--- config.mk ---
export PLATFORM = sky130hd
export DESIGN_NAME = pcev_ram
export DESIGN_NICKNAME = d
export VERILOG_FILES = /design/src/design/pcev_ram.sv
export SDC_FILE = /design/constraint.sdc
export NUM_CORES = 1
export LEC_CHECK = 0
export ABC_AREA = 1
export BUFFER_PORTS_ARGS = -buffer_cell sky130_fd_sc_hd__buf_2
export CAP_MARGIN = 20
export CORE_UTILIZATION = 55
export CTS_CLUSTER_SIZE = 28
export DETAILED_ROUTE_END_ITERATION = 7
export GPL_TIMING_DRIVEN = 0
export PLACE_DENSITY_LB_ADDON = 0.15
export SLEW_MARGIN = 5
export SYNTH_ARGS = -nofsm -noshare
export SYNTH_HDL_FRONTEND = slang
export SYNTH_SLANG_ARGS = --single-unit
--- constraint.sdc ---
create_clock -name clk -period 0.9 [get_ports clk]
set_input_delay 0 -clock clk [delete_from_list [all_inputs] [get_ports clk]]
set_output_delay 0 -clock clk [all_outputs]
set_load 0.01 [all_outputs]
--- src/design/pcev_ram.sv ---
// generic single port write, single port read ram with registered read
module pcev_ram #(
    parameter int unsigned WIDTH = 8,
    parameter int unsigned DEPTH = 16
) (
    input  logic                     clk,
    input  logic                     wr_en,
    input  logic [$clog2(DEPTH)-1:0] wr_addr,
    input  logic [WIDTH-1:0]         wr_data,
    input  logic                     rd_en,
    input  logic [$clog2(DEPTH)-1:0] rd_addr,
    output logic [WIDTH-1:0]         rd_data
);
    logic [WIDTH-1:0] mem [DEPTH];

    always_ff @(posedge clk)
    begin
        if (wr_en)
        begin
            mem[wr_addr] <= wr_data;
        end
        if (rd_en)
        begin
            rd_data <= mem[rd_addr];
        end
    end
endmodule

* Yosys cells after proc, flatten, opt, wreduce, memory -nomap -nowiden
Memory sizes are Yosys's and may differ from the RTL's. A register that Yosys moved wholly into a read port is not among the register bits.
Index checks and enable logic that the tools add are counted.
** Word-level totals
- Register bits after elaboration :: 0
- Memory bits (writable) :: 128
- Bits of input ports :: 19
- Memories kept :: 1
** Cells by class
- Muxes and demuxes :: 2
** Memory list
- mem :: depth 16, bits a word 8, read ports 1, clocked after memory_dff 1, write ports 1, line 14 : logic [WIDTH-1:0] mem [DEPTH];
** Operator list (number)
- $mux W1 :: 2

* Longest topological paths before layout
- Depth in word-level cells :: 2
- Gate-level depth with buffers :: 8
- Depth with buffers taken out :: 7

* Worst setup path after synthesis
No wires, ideal clock.
- Path kind :: in2reg
- Start point :: input wr_addr[3]
- End point :: memory mem[4][0], enable pin
- Setup time :: 0.370 ns
- Data arrival time :: 0.581 ns
- Required time :: 0.530 ns
- Slack :: -0.051 ns
- Stages :: 2
- Buffers on the path :: 0
- Path through :: nand3b_1 -> nor2_1
** RTL lines
- start, declared :: line 8 : input logic [$clog2(DEPTH)-1:0] wr_addr,
- end, declared :: line 14
No word-level cell before the write port.

==> flow_summary.yaml <==
route:
  via_count: 3926
  wirelength_mm: 14.0
  final_antenna_net_count: 0
  drtIter0Drc: 325
  avgViaCountPerCell: 5.22
  first_pass_iters: 5
  drc: 0
  routedWlPerCell_um: 18.6
timing:
  fin_crit_sh_pct: 122
  fin_crit_ns: 1.10
  slew_violations: 0
  fin_skew_ns: 0.00469
  maxSlewHeadroom_pct: 45.3
  hold_viol_final: 1
  max_slew.worst_pin.slew_ns: 0.818
  hold-worst-slack_ns: -0.0464
  rsz0062_at_grt: "true"
  setup_violations: 16
  clock.fmax_mhz: 909
  fin_ws_ns: -0.200
min_path:
  min_path_cells: 4
  hp-class: "in -> reg"
synth:
  synth_xor_area_share_pct: 0
  ys_warn_count: 0
  synth_mux_area_share_pct: 0
  synth-simple-area-share_pct: 20.8
  synth_fa_ha_area_share_pct: 0
  avgSynthCellArea_um2: 10.6
  yosysSeqAreaShare_pct: 69.8
  synth-compound-area-share_pct: 0
  netlist-cell-type-count: 11
  synth_area_mm2: 0.00585
  ys_ff_latch: 136
  syn-instance-count: 551
  synth_top_family_by_area: "simple AND/OR/NAND/NOR gates"
  syn_nets: 570
die:
  initial_utilization_pct: 56.6
  die_width_um: 105
  die_area_mm2: 0.0110
  num_rows: 37
  io_pins: 27
  chipHeight_um: 105
  core_area_mm2: 0.0103
placement:
  dp_hpwl_mm: 8.95
  dpl_cell_area_mm2: 0.00614
  place.gp.congestion: 0.856
  numPortBuffers: 23
global_routing:
  grt_overflow_total: 0
  grt_pass1_wl_mm: 21.5
  globalRouteTotalUtil_pct: 27.9
  grt_pass1_vias: 3870
  antenna_found_initial: 0
  grt_max_degree: 17
final_layout:
  final_cell_mix: "nand2_1 (159), edfxtp_1 (136), inv_1 (100)"
  drive_gt1_share_pct: 22.4
  final_cell_area_mm2: 0.00705
  area_delta_synth_final_pct: 20.6
  n_antenna_cell: 0
  fin_nets: 622
  final_common_cell: "nand2_1"
clock_network:
  h-tree-depth: 4
  cts_buffer_depth: 2
  cts.reportedPaths.clkPinSlew_ns: 0.06
  root_buffer: "clkbuf_8"
  numCtsBuffers: 17
  clkLatencyLatePin_ns: 0.53
  cts_tree: "done"
  cts.sinks: 136
setup_path:
  cp_top_family: "simple AND/OR/NAND/NOR gates"
  endpoint_kind: "flop"
  critPathKind: "reg -> reg"
  cp_data_required_time_ns: 1.18
  critPathSlowestCell: "edfxtp_1"
  cp_common_cell: "nand2_2"
  slowest_delay_ns: 0.36
  cp-start-kind: "flop"
  cp_cell_sequence: "nand2_1, nand2_2, nand2_2, nand3_2, nand3_2, nand2_2"
  worst-path-stages: 6
  cp_num_buf_inv: 0
  crit_fanout: 1
  reg2reg_depth: 6
  cp.arrival_ns: 1.38
power:
  p_total_mw: 15.1
  power_per_cell_area_mw_per_mm2: 2150
  vdd_drop_max_v: 0.00124
  leakage_nw: 3.02
outcome:
  status: "finished with violations"
  violations: "negative hold slack, negative setup slack"
flow_run:
  drv_cap: 0
[area by class of cell]
cell class / instances / area, um^2
multi-input cells: 289 / 1440
inverters: 102 / 383
well taps: 136 / 170
repair buffers: 33 / 215
plain buffers: 24 / 166
clock buffers: 18 / 418
clock inverters: 14 / 171
flip-flops and latches: 136 / 4080
fillers: 775 / 3270
[cells in the mapped netlist]
cell type / instances / area share (%)
buf_2: 13 / 1.1
inv_1: 100 / 6.4
inv_2: 2 / 0.13
nor2_1: 17 / 1.1
nand3_1: 97 / 8.3
edfxtp_1: 136 / 70
buf_1: 1 / 0.064
buf_4: 4 / 0.51
nand3b_1: 2 / 0.26
nand2_1: 173 / 11
buf_6: 6 / 1.2
[path summary, 6_finish.rpt]
check | start | endpoint | slack (ns)
setup / recovery | mem[14][4]$_DFFE_PP_ | rd_data[4]$_DFFE_PP_ | -0.20
hold / removal | rd_addr[2] | rd_data[5]$_DFFE_PP_ | -0.05
setup reg to reg | mem[14][4]$_DFFE_PP_ | rd_data[4]$_DFFE_PP_ | -0.20
hold reg to reg | mem[5][3]$_DFFE_PP_ | rd_data[3]$_DFFE_PP_ | 0.79
[routing by layer]
layer | global-route usage (%) | part of all wire [%] | routed length (um)
met5 | 0 | 0 | 0
met4 | 11.7 | 2.2 | 314
met3 | 6.74 | 7.5 | 1050
met2 | 41.6 | 45 | 6320
met1 | 39.5 | 45 | 6290
[worst reg2reg max path, cell delays in order, from the launching register on]
cell,delay (ns)
edfxtp_1,0.36
nand2_1,0.08
nand2_2,0.06
nand2_2,0.08
nand3_2,0.09
nand3_2,0.10
nand2_2,0.07
[sequential cells by signal, summed over array words and instances, names as in the netlist]
signal   flops
mem        128
rd_data      8
[power breakdown]
group          switching, mW  total [mW]  leakage [nW]  internal (mW)
clock                   2.67        6.91         0.282           4.24
sequential            0.0317        7.17          1.24           7.14
combinational          0.731        1.06          1.50          0.327
[what timing repair did]
| action | CTS | global route |
|---|---|---|
| buffers inserted | 0 | 0 |
| endpoints found under the hold margin | 142 | 5 |
| pin swaps | 22 | 19 |
| hold buffers | 9 | 1 |
| setup endpoints to repair | 24 | 64 |
| gates resized for setup | 29 | 27 |
[cell families after synthesis]
logic type | count (synthesis)
buffers and inverters | 126
and+or+nand+nor | 289
DFF | 136
[metrics by stage]
step	setup slack, ns	TNS, ns	cells	util, %
3_5_place_dp	-0.567	-59.82	710	59.5
5_1_grt	-0.259	-3.24	752	68.3
4_1_cts	-0.190	-2.59	751	67.2
2_1_floorplan	-0.0508	-4.26	551	-
6_report	-0.200	-2.48	752	68.3
3_3_place_gp	-0.511	-56.63	710	59.5
No activity file was read; power rests on OpenSTA's default activity.
