`config.mk`:
```
export PLATFORM = sky130hd
export DESIGN_NAME = pcev_isqrt
export DESIGN_NICKNAME = d
export VERILOG_FILES = /design/src/design/pcev_isqrt.sv
export SDC_FILE = /design/constraint.sdc
export NUM_CORES = 1
export LEC_CHECK = 0
export BUFFER_PORTS_ARGS = -buffer_cell sky130_fd_sc_hd__buf_2
export CORE_ASPECT_RATIO = 1.4
export CORE_MARGIN = 3
export CORE_UTILIZATION = 40
export CTS_CLUSTER_SIZE = 25
export DETAILED_ROUTE_END_ITERATION = 10
export PLACE_DENSITY = 0.56
export SYNTH_ARGS = -nofsm -noshare
export SYNTH_HDL_FRONTEND = slang
export SYNTH_SLANG_ARGS = --single-unit
```
`constraint.sdc`:
```
create_clock -name clk -period 5.24 [get_ports clk]
set_input_delay 0 -clock clk [delete_from_list [all_inputs] [get_ports clk]]
set_output_delay 0 -clock clk [all_outputs]
set_load 0.005 [all_outputs]
```
`src/design/pcev_isqrt.sv`:
```
// pipelined integer square root, one result bit per stage
module pcev_isqrt #(
    parameter int unsigned IN_W = 36
) (
    input  logic                clk,
    input  logic                en,
    input  logic [IN_W-1:0]     radicand,
    output logic [IN_W/2-1:0]   root
);
    localparam int unsigned OUT_W = IN_W / 2;

    // stage s holds remainder and partial root once bit OUT_W-1-s is decided
    logic [IN_W-1:0]  rem_reg   [OUT_W];
    logic [OUT_W-1:0] root_reg  [OUT_W];
    logic [IN_W-1:0]  rem_next  [OUT_W];
    logic [OUT_W-1:0] root_next [OUT_W];

    always_comb
    begin
        logic [IN_W-1:0]  rem_in;
        logic [OUT_W-1:0] root_in;
        logic [IN_W-1:0]  sq;
        logic [IN_W:0]    diff;
        rem_in  = radicand;
        root_in = '0;
        for (int s = 0; s < OUT_W; s++)
        begin
            // (r+2^b)^2 - r^2 = 2^(2b) + r*2^(b+1), r has zeros below b
            sq   = (IN_W'(root_in) << (OUT_W - s)) | (IN_W'(1) << (2 * (OUT_W - 1 - s)));
            diff = {1'b0, rem_in} - {1'b0, sq};
            if (!diff[IN_W])
            begin
                rem_next[s]  = diff[IN_W-1:0];
                root_next[s] = root_in | (OUT_W'(1) << (OUT_W - 1 - s));
            end
            else
            begin
                rem_next[s]  = rem_in;
                root_next[s] = root_in;
            end
            rem_in  = rem_reg[s];
            root_in = root_reg[s];
        end
    end

    always_ff @(posedge clk)
    begin
        if (en)
        begin
            for (int s = 0; s < OUT_W; s++)
            begin
                rem_reg[s]  <= rem_next[s];
                root_reg[s] <= root_next[s];
            end
        end
    end

    assign root = root_reg[OUT_W-1];
endmodule

```
Word-level counts from Yosys, hierarchy flattened
Memories as Yosys holds them, arrays and structs flattened.
Index checks and enable logic that the tools add are counted.
W data, S select, Z words.
{"block": "totals", "register_bits": 0, "n_memories": 2, "out_inout_bits": 18, "mem_bits_rw": 972, "inputBits": 38, "word_cells": 58}
{"block": "classes", "muxes": 38, "n_addsub": 18}
{"memory": "rem_reg", "words": 18, "word_bits": 36, "rd": 17, "rd_ports_with_merged_regs": 0, "write_ports": 18, "line": "13", "rtl": "logic [IN_W-1:0] rem_reg [OUT_W];"}
{"memory": "root_reg", "words": 18, "word_bits": 18, "rd": 18, "rd_ports_with_merged_regs": 0, "write_ports": 18, "line": "14", "rtl": "logic [OUT_W-1:0] root_reg [OUT_W];"}
{"operator": "$mux W36", "count": 18}
{"operator": "$sub A36 B19 Y37", "count": 1}
{"operator": "$sub A36 B20 Y37", "count": 1}
{"operator": "$sub A36 B21 Y37", "count": 1}
{"operator": "$sub A36 B22 Y37", "count": 1}
{"operator": "$sub A36 B23 Y37", "count": 1}
{"operator": "$sub A36 B24 Y37", "count": 1}
{"operator": "$sub A36 B25 Y37", "count": 1}
{"operator": "$sub A36 B26 Y37", "count": 1}
{"operator": "$sub A36 B27 Y37", "count": 1}
{"operator": "$sub A36 B28 Y37", "count": 1}
{"operator": "$sub A36 B29 Y37", "count": 1}
{"operator": "$sub A36 B30 Y37", "count": 1}
{"operator": "$sub A36 B31 Y37", "count": 1}
{"operator": "$sub A36 B32 Y37", "count": 1}
{"operator": "$sub A36 B33 Y37", "count": 1}
{"operator": "$sub A36 B34 Y37", "count": 1}
{"operator": "$sub A36 B35 Y37", "count": 1}
{"operator": "$sub A36 B35 Y37 const B", "count": 1}
{"operator": "$mux W18", "count": 1}
{"operator": "$mux W17", "count": 1}
{"operator": "$mux W16", "count": 1}
{"operator": "$mux W15", "count": 1}
{"operator": "$mux W14", "count": 1}
{"operator": "other kinds (13)", "count": 15}

Longest topological paths before layout
An unclocked memory read counts as a cell.
{"block": "depth", "word_depth": 3, "mapped_depth": 12, "mapped_depth_nobuf": 10}

Worst setup path after synthesis
OpenSTA, ideal clock, no wires.
{"block": "synth_path", "path_kind": "register to register", "from": "memory rem_reg[8][26]", "to": "memory rem_reg[9][21] (data pin)", "n_path_buf": 1, "synth_period_minus_slack_ps": 2934, "arrival_time_ps": 2673, "setup_ps": 260, "setup_slack_ps": 2306, "t_required_ps": 4980, "path_stages_with_launch": 9, "path_cell_list": "edfxtp_1 > ha_1 > or4_4 > or4_4 > or3_4 > a211oi_4 > o31ai_2 > buf_6 > mux2_4"}
{"element": "from (decl)", "line": "13"}

==> run_results.csv <==
group,metric,value,unit
critical_path,required,5.57,ns
sta,finalSetupTns,0,ns
floorplan,die_h,360,um
critical_path,cp_max_fo,32,
sta,setup_viol,0,
critical_path,start_kind,"register",
critical_path,critPathCaptureType,"register",
sta,slew_headroom,26.7,%
clock_tree,clk_pin_slew,0.06,ns
critical_path,crit_arrival,4.09,ns
synthesis,synth-seq-cells,783,
floorplan,core_area,0.0886,sq mm
clock_tree,cts.sinks,783,
critical_path,critical_path.top_delay_family,"compound AO/OA/AOI/OAI gates",
sta,fmax,0.266,GHz
route,first_iter_violations,1059,
route,drtAntennaViolNets,0,
sta,skew,0.0391,ns
route,drt-wirelength-per-cell,14.7,um
sta,final.min_clock_period,3.77,ns
sta,worst_pin_slew,1.10,ns
power_and_ir_drop,ir_worst_vdd,264,uV
sta,slew_violations,0,
synthesis,synth.cell_area,0.0358,sq mm
synthesis,syn_area_per_cell,13.2,sq um
clock_tree,cts_buffer_depth,3,
clock_tree,tritoncts,"yes",
floorplan,io_pins,56,
synthesis,async_reset_ff_share,0,%
hold_path,hp-class,"input port to register",
clock_tree,htree_num_levels,3,
synthesis,synth_edf_count,783,
floorplan,dieArea,0.0931,sq mm
route,via_per_inst,5.08,
grt,antenna_found_initial,0,
power_and_ir_drop,power.density,406,mW/mm^2
grt,grt_max_degree,176,
synthesis,synth_area_leader_cell,"edfxtp_1",
cells_and_area,multi_input_area,0.0113,sq mm
critical_path,crit_type,"register to register",
critical_path,path_cells,"ha_1, o21a_1, o21ai_0, a211oi_1, o2111ai_1, nand4_1, buf_4, nand4bb_1, nor4_1, xor2_1",
placement,portBuffers,55,
cells_and_area,n_antenna_cell,0,
clock_tree,cts_buffers,79,
flow_run,drv_cap,0,
cells_and_area,fill_cells,7786,
synthesis,netlist_top_cells_area,"edfxtp_1 (66%), ha_1 (5.9%), xnor2_1 (3.2%)",
cells_and_area,area_growth,13.3,%
clock_tree,root_buffer,"clkbuf_16",
sta,rsz0062_at_grt,"no",
synthesis,synthFlopType,"edfxtp_1",
route,num_vias,20891,
floorplan,start_util,40.4,%
power_and_ir_drop,leakage,15.4,nW
route,drc,0,
cells_and_area,largest_register_ffs,612,
synthesis,ys_seq_area_share,65.7,%
clock_tree,cts_setup_buffers,0,
grt,grt_pass1_wl,100000,um
placement,gp_congestion,0.977,
synthesis,ys_warn_count,0,
sta,finalWorstSetupSlack,1.47,ns
synthesis,syn_nets,2925,
outcome,status,"finished clean",
floorplan,die_w,259,um
cells_and_area,seqCellArea,0.0235,sq mm
placement,hpwl,41300,um
sta,hold_violations,0,
synthesis,synth_cell_type_count,74,
synthesis,yosysTopAreaCellShare,65.7,%
critical_path,worst_path_largest_cell_delay,0.78,ns
cells_and_area,most-common-layout-cells,"edfxtp_1 (783), inv_1 (230), nand2_1 (200)",
critical_path,critPathBufInv,1,
critical_path,critical_path.slowest_cell,"a211oi_1",
grt,grt.total_usage,12.9,%
sta,period_share,71.9,%
grt,grt_remaining_overflow,0,
clock_tree,clk_latency,0.63,ns
placement,dpl_worst_slack,1.56,ns
cells_and_area,drive_gt1_share,8.14,%
cells_and_area,layout_commonest_cell,"edfxtp_1",
route,wirelength,60500,um
floorplan,num_rows,129,
cells_and_area,num-nets-final,3076,
route,drt_first_pass_iters,6,
synthesis,synth_cells,2718,
grt,first_global_vias,21871,
-- repair_timing --
action / CTS / global route
hold endpoints to repair: 100 / 0
hold buffers: 38 / 0
resized for setup: 0 / 0
-- metrics by stage --
step                      hold WS [ns]  power (mW)  cell area [sq um]  util, %  std cells
after global routing            0.0404        17.3              40500     45.7       4114
after floorplan                 0.0989        10.2              35800        -       2718
after CTS                       0.0163        16.7              40500     45.7       4114
final                           0.0735        16.5              40500     45.7       4114
after global placement           0.176        10.8              37600     42.4       3929
after detailed placement         0.178        10.9              37600     42.4       3929
-- cell usage after synthesis, types with 4 or more instances --
cell type,count
edfxtp_1,783
inv_1,230
nand2_1,200
nor2_1,199
ha_1,169
a21oi_1,148
o21ai_0,143
xnor2_1,129
xor2_1,101
nor3_1,61
o21a_1,50
a21o_1,40
nand2b_1,40
nor4_1,34
clkbuf_1,30
mux2_2,29
nor2b_1,28
nand3_1,26
or3_1,25
a211oi_1,18
and2_1,17
nand4_1,16
o31ai_1,15
o211ai_1,13
a31oi_1,12
or4_1,12
or2_2,11
nand3b_1,10
o21bai_1,10
nor4b_1,8
o31a_1,8
and3_1,7
nor3b_1,7
o41ai_1,7
a211o_1,5
a21boi_0,5
nand4b_1,5
a22o_1,4
a311oi_1,4
o211a_1,4
o22ai_1,4
-- worst reg2reg max path, cell delays in order, from the launching register on --
cell	delay, ns
edfxtp_1	0.42
ha_1	0.37
o21a_1	0.14
o21ai_0	0.15
a211oi_1	0.78
o2111ai_1	0.31
nand4_1	0.21
buf_4	0.36
nand4bb_1	0.28
nor4_1	0.33
xor2_1	0.11
-- routing by layer --
layer | up-vias | wire (um) | global-route usage (%)
li1 | 10314 | - | -
met1 | 9980 | 21000 | 11.7
met2 | 411 | 34800 | 26.4
met3 | 186 | 2070 | 2.28
met4 | 0 | 2590 | 6.77
met5 | - | 0 | 0
-- cell families (layout without fill, tap and decap cells) --
kind of cell / Yosys count / after routing / share of synthesized area [%]
flip-flops: 783 / 783 / 65.7
AND/OR/NAND/NOR: 716 / 716 / 9.73
AO/OA/AOI/OAI: 519 / 519 / 9.07
buffers and inverters: 267 / 484 / 2.86
XOR/XNOR: 230 / 230 / 5.63
adder cells (fa/ha/maj): 169 / 169 / 5.91
multiplexers: 34 / 34 / 1.08
-- final timing paths --
path | slack [ns] | cells past startpoint | end | from
min | 0.07 | 2 | rem_reg[0][31]$_DFFE_PP_ | radicand[31]
max reg2reg | 1.47 | 10 | rem_reg[16][29]$_DFFE_PP_ | rem_reg[15][8]$_DFFE_PP_
max | 1.47 | 10 | rem_reg[16][29]$_DFFE_PP_ | rem_reg[15][8]$_DFFE_PP_
min reg2reg | 0.40 | 0 | rem_reg[11][10]$_DFFE_PP_ | rem_reg[10][10]$_DFFE_PP_
-- area by class of cell --
cell class | count | share of cell area, %
Tap cell | 1179 | 3.64
Timing Repair Buffer | 107 | 2.02
Clock buffer | 90 | 4.98
Sequential cell | 783 | 58.0
Clock inverter | 57 | 1.45
Inverter | 230 | 2.13
Multi-Input combinational cell | 1668 | 27.8
-- report_power, final --
part	total [mW]	switching [mW]	leakage (nW)	internal (mW)
clock network	5.61	2.40	1.25	3.21
logic	2.61	1.47	6.61	1.13
registers	8.25	0.427	7.50	7.82
total	16.5	4.30	15.4	12.2
Note: power is estimated with default switching activity, not from simulation.
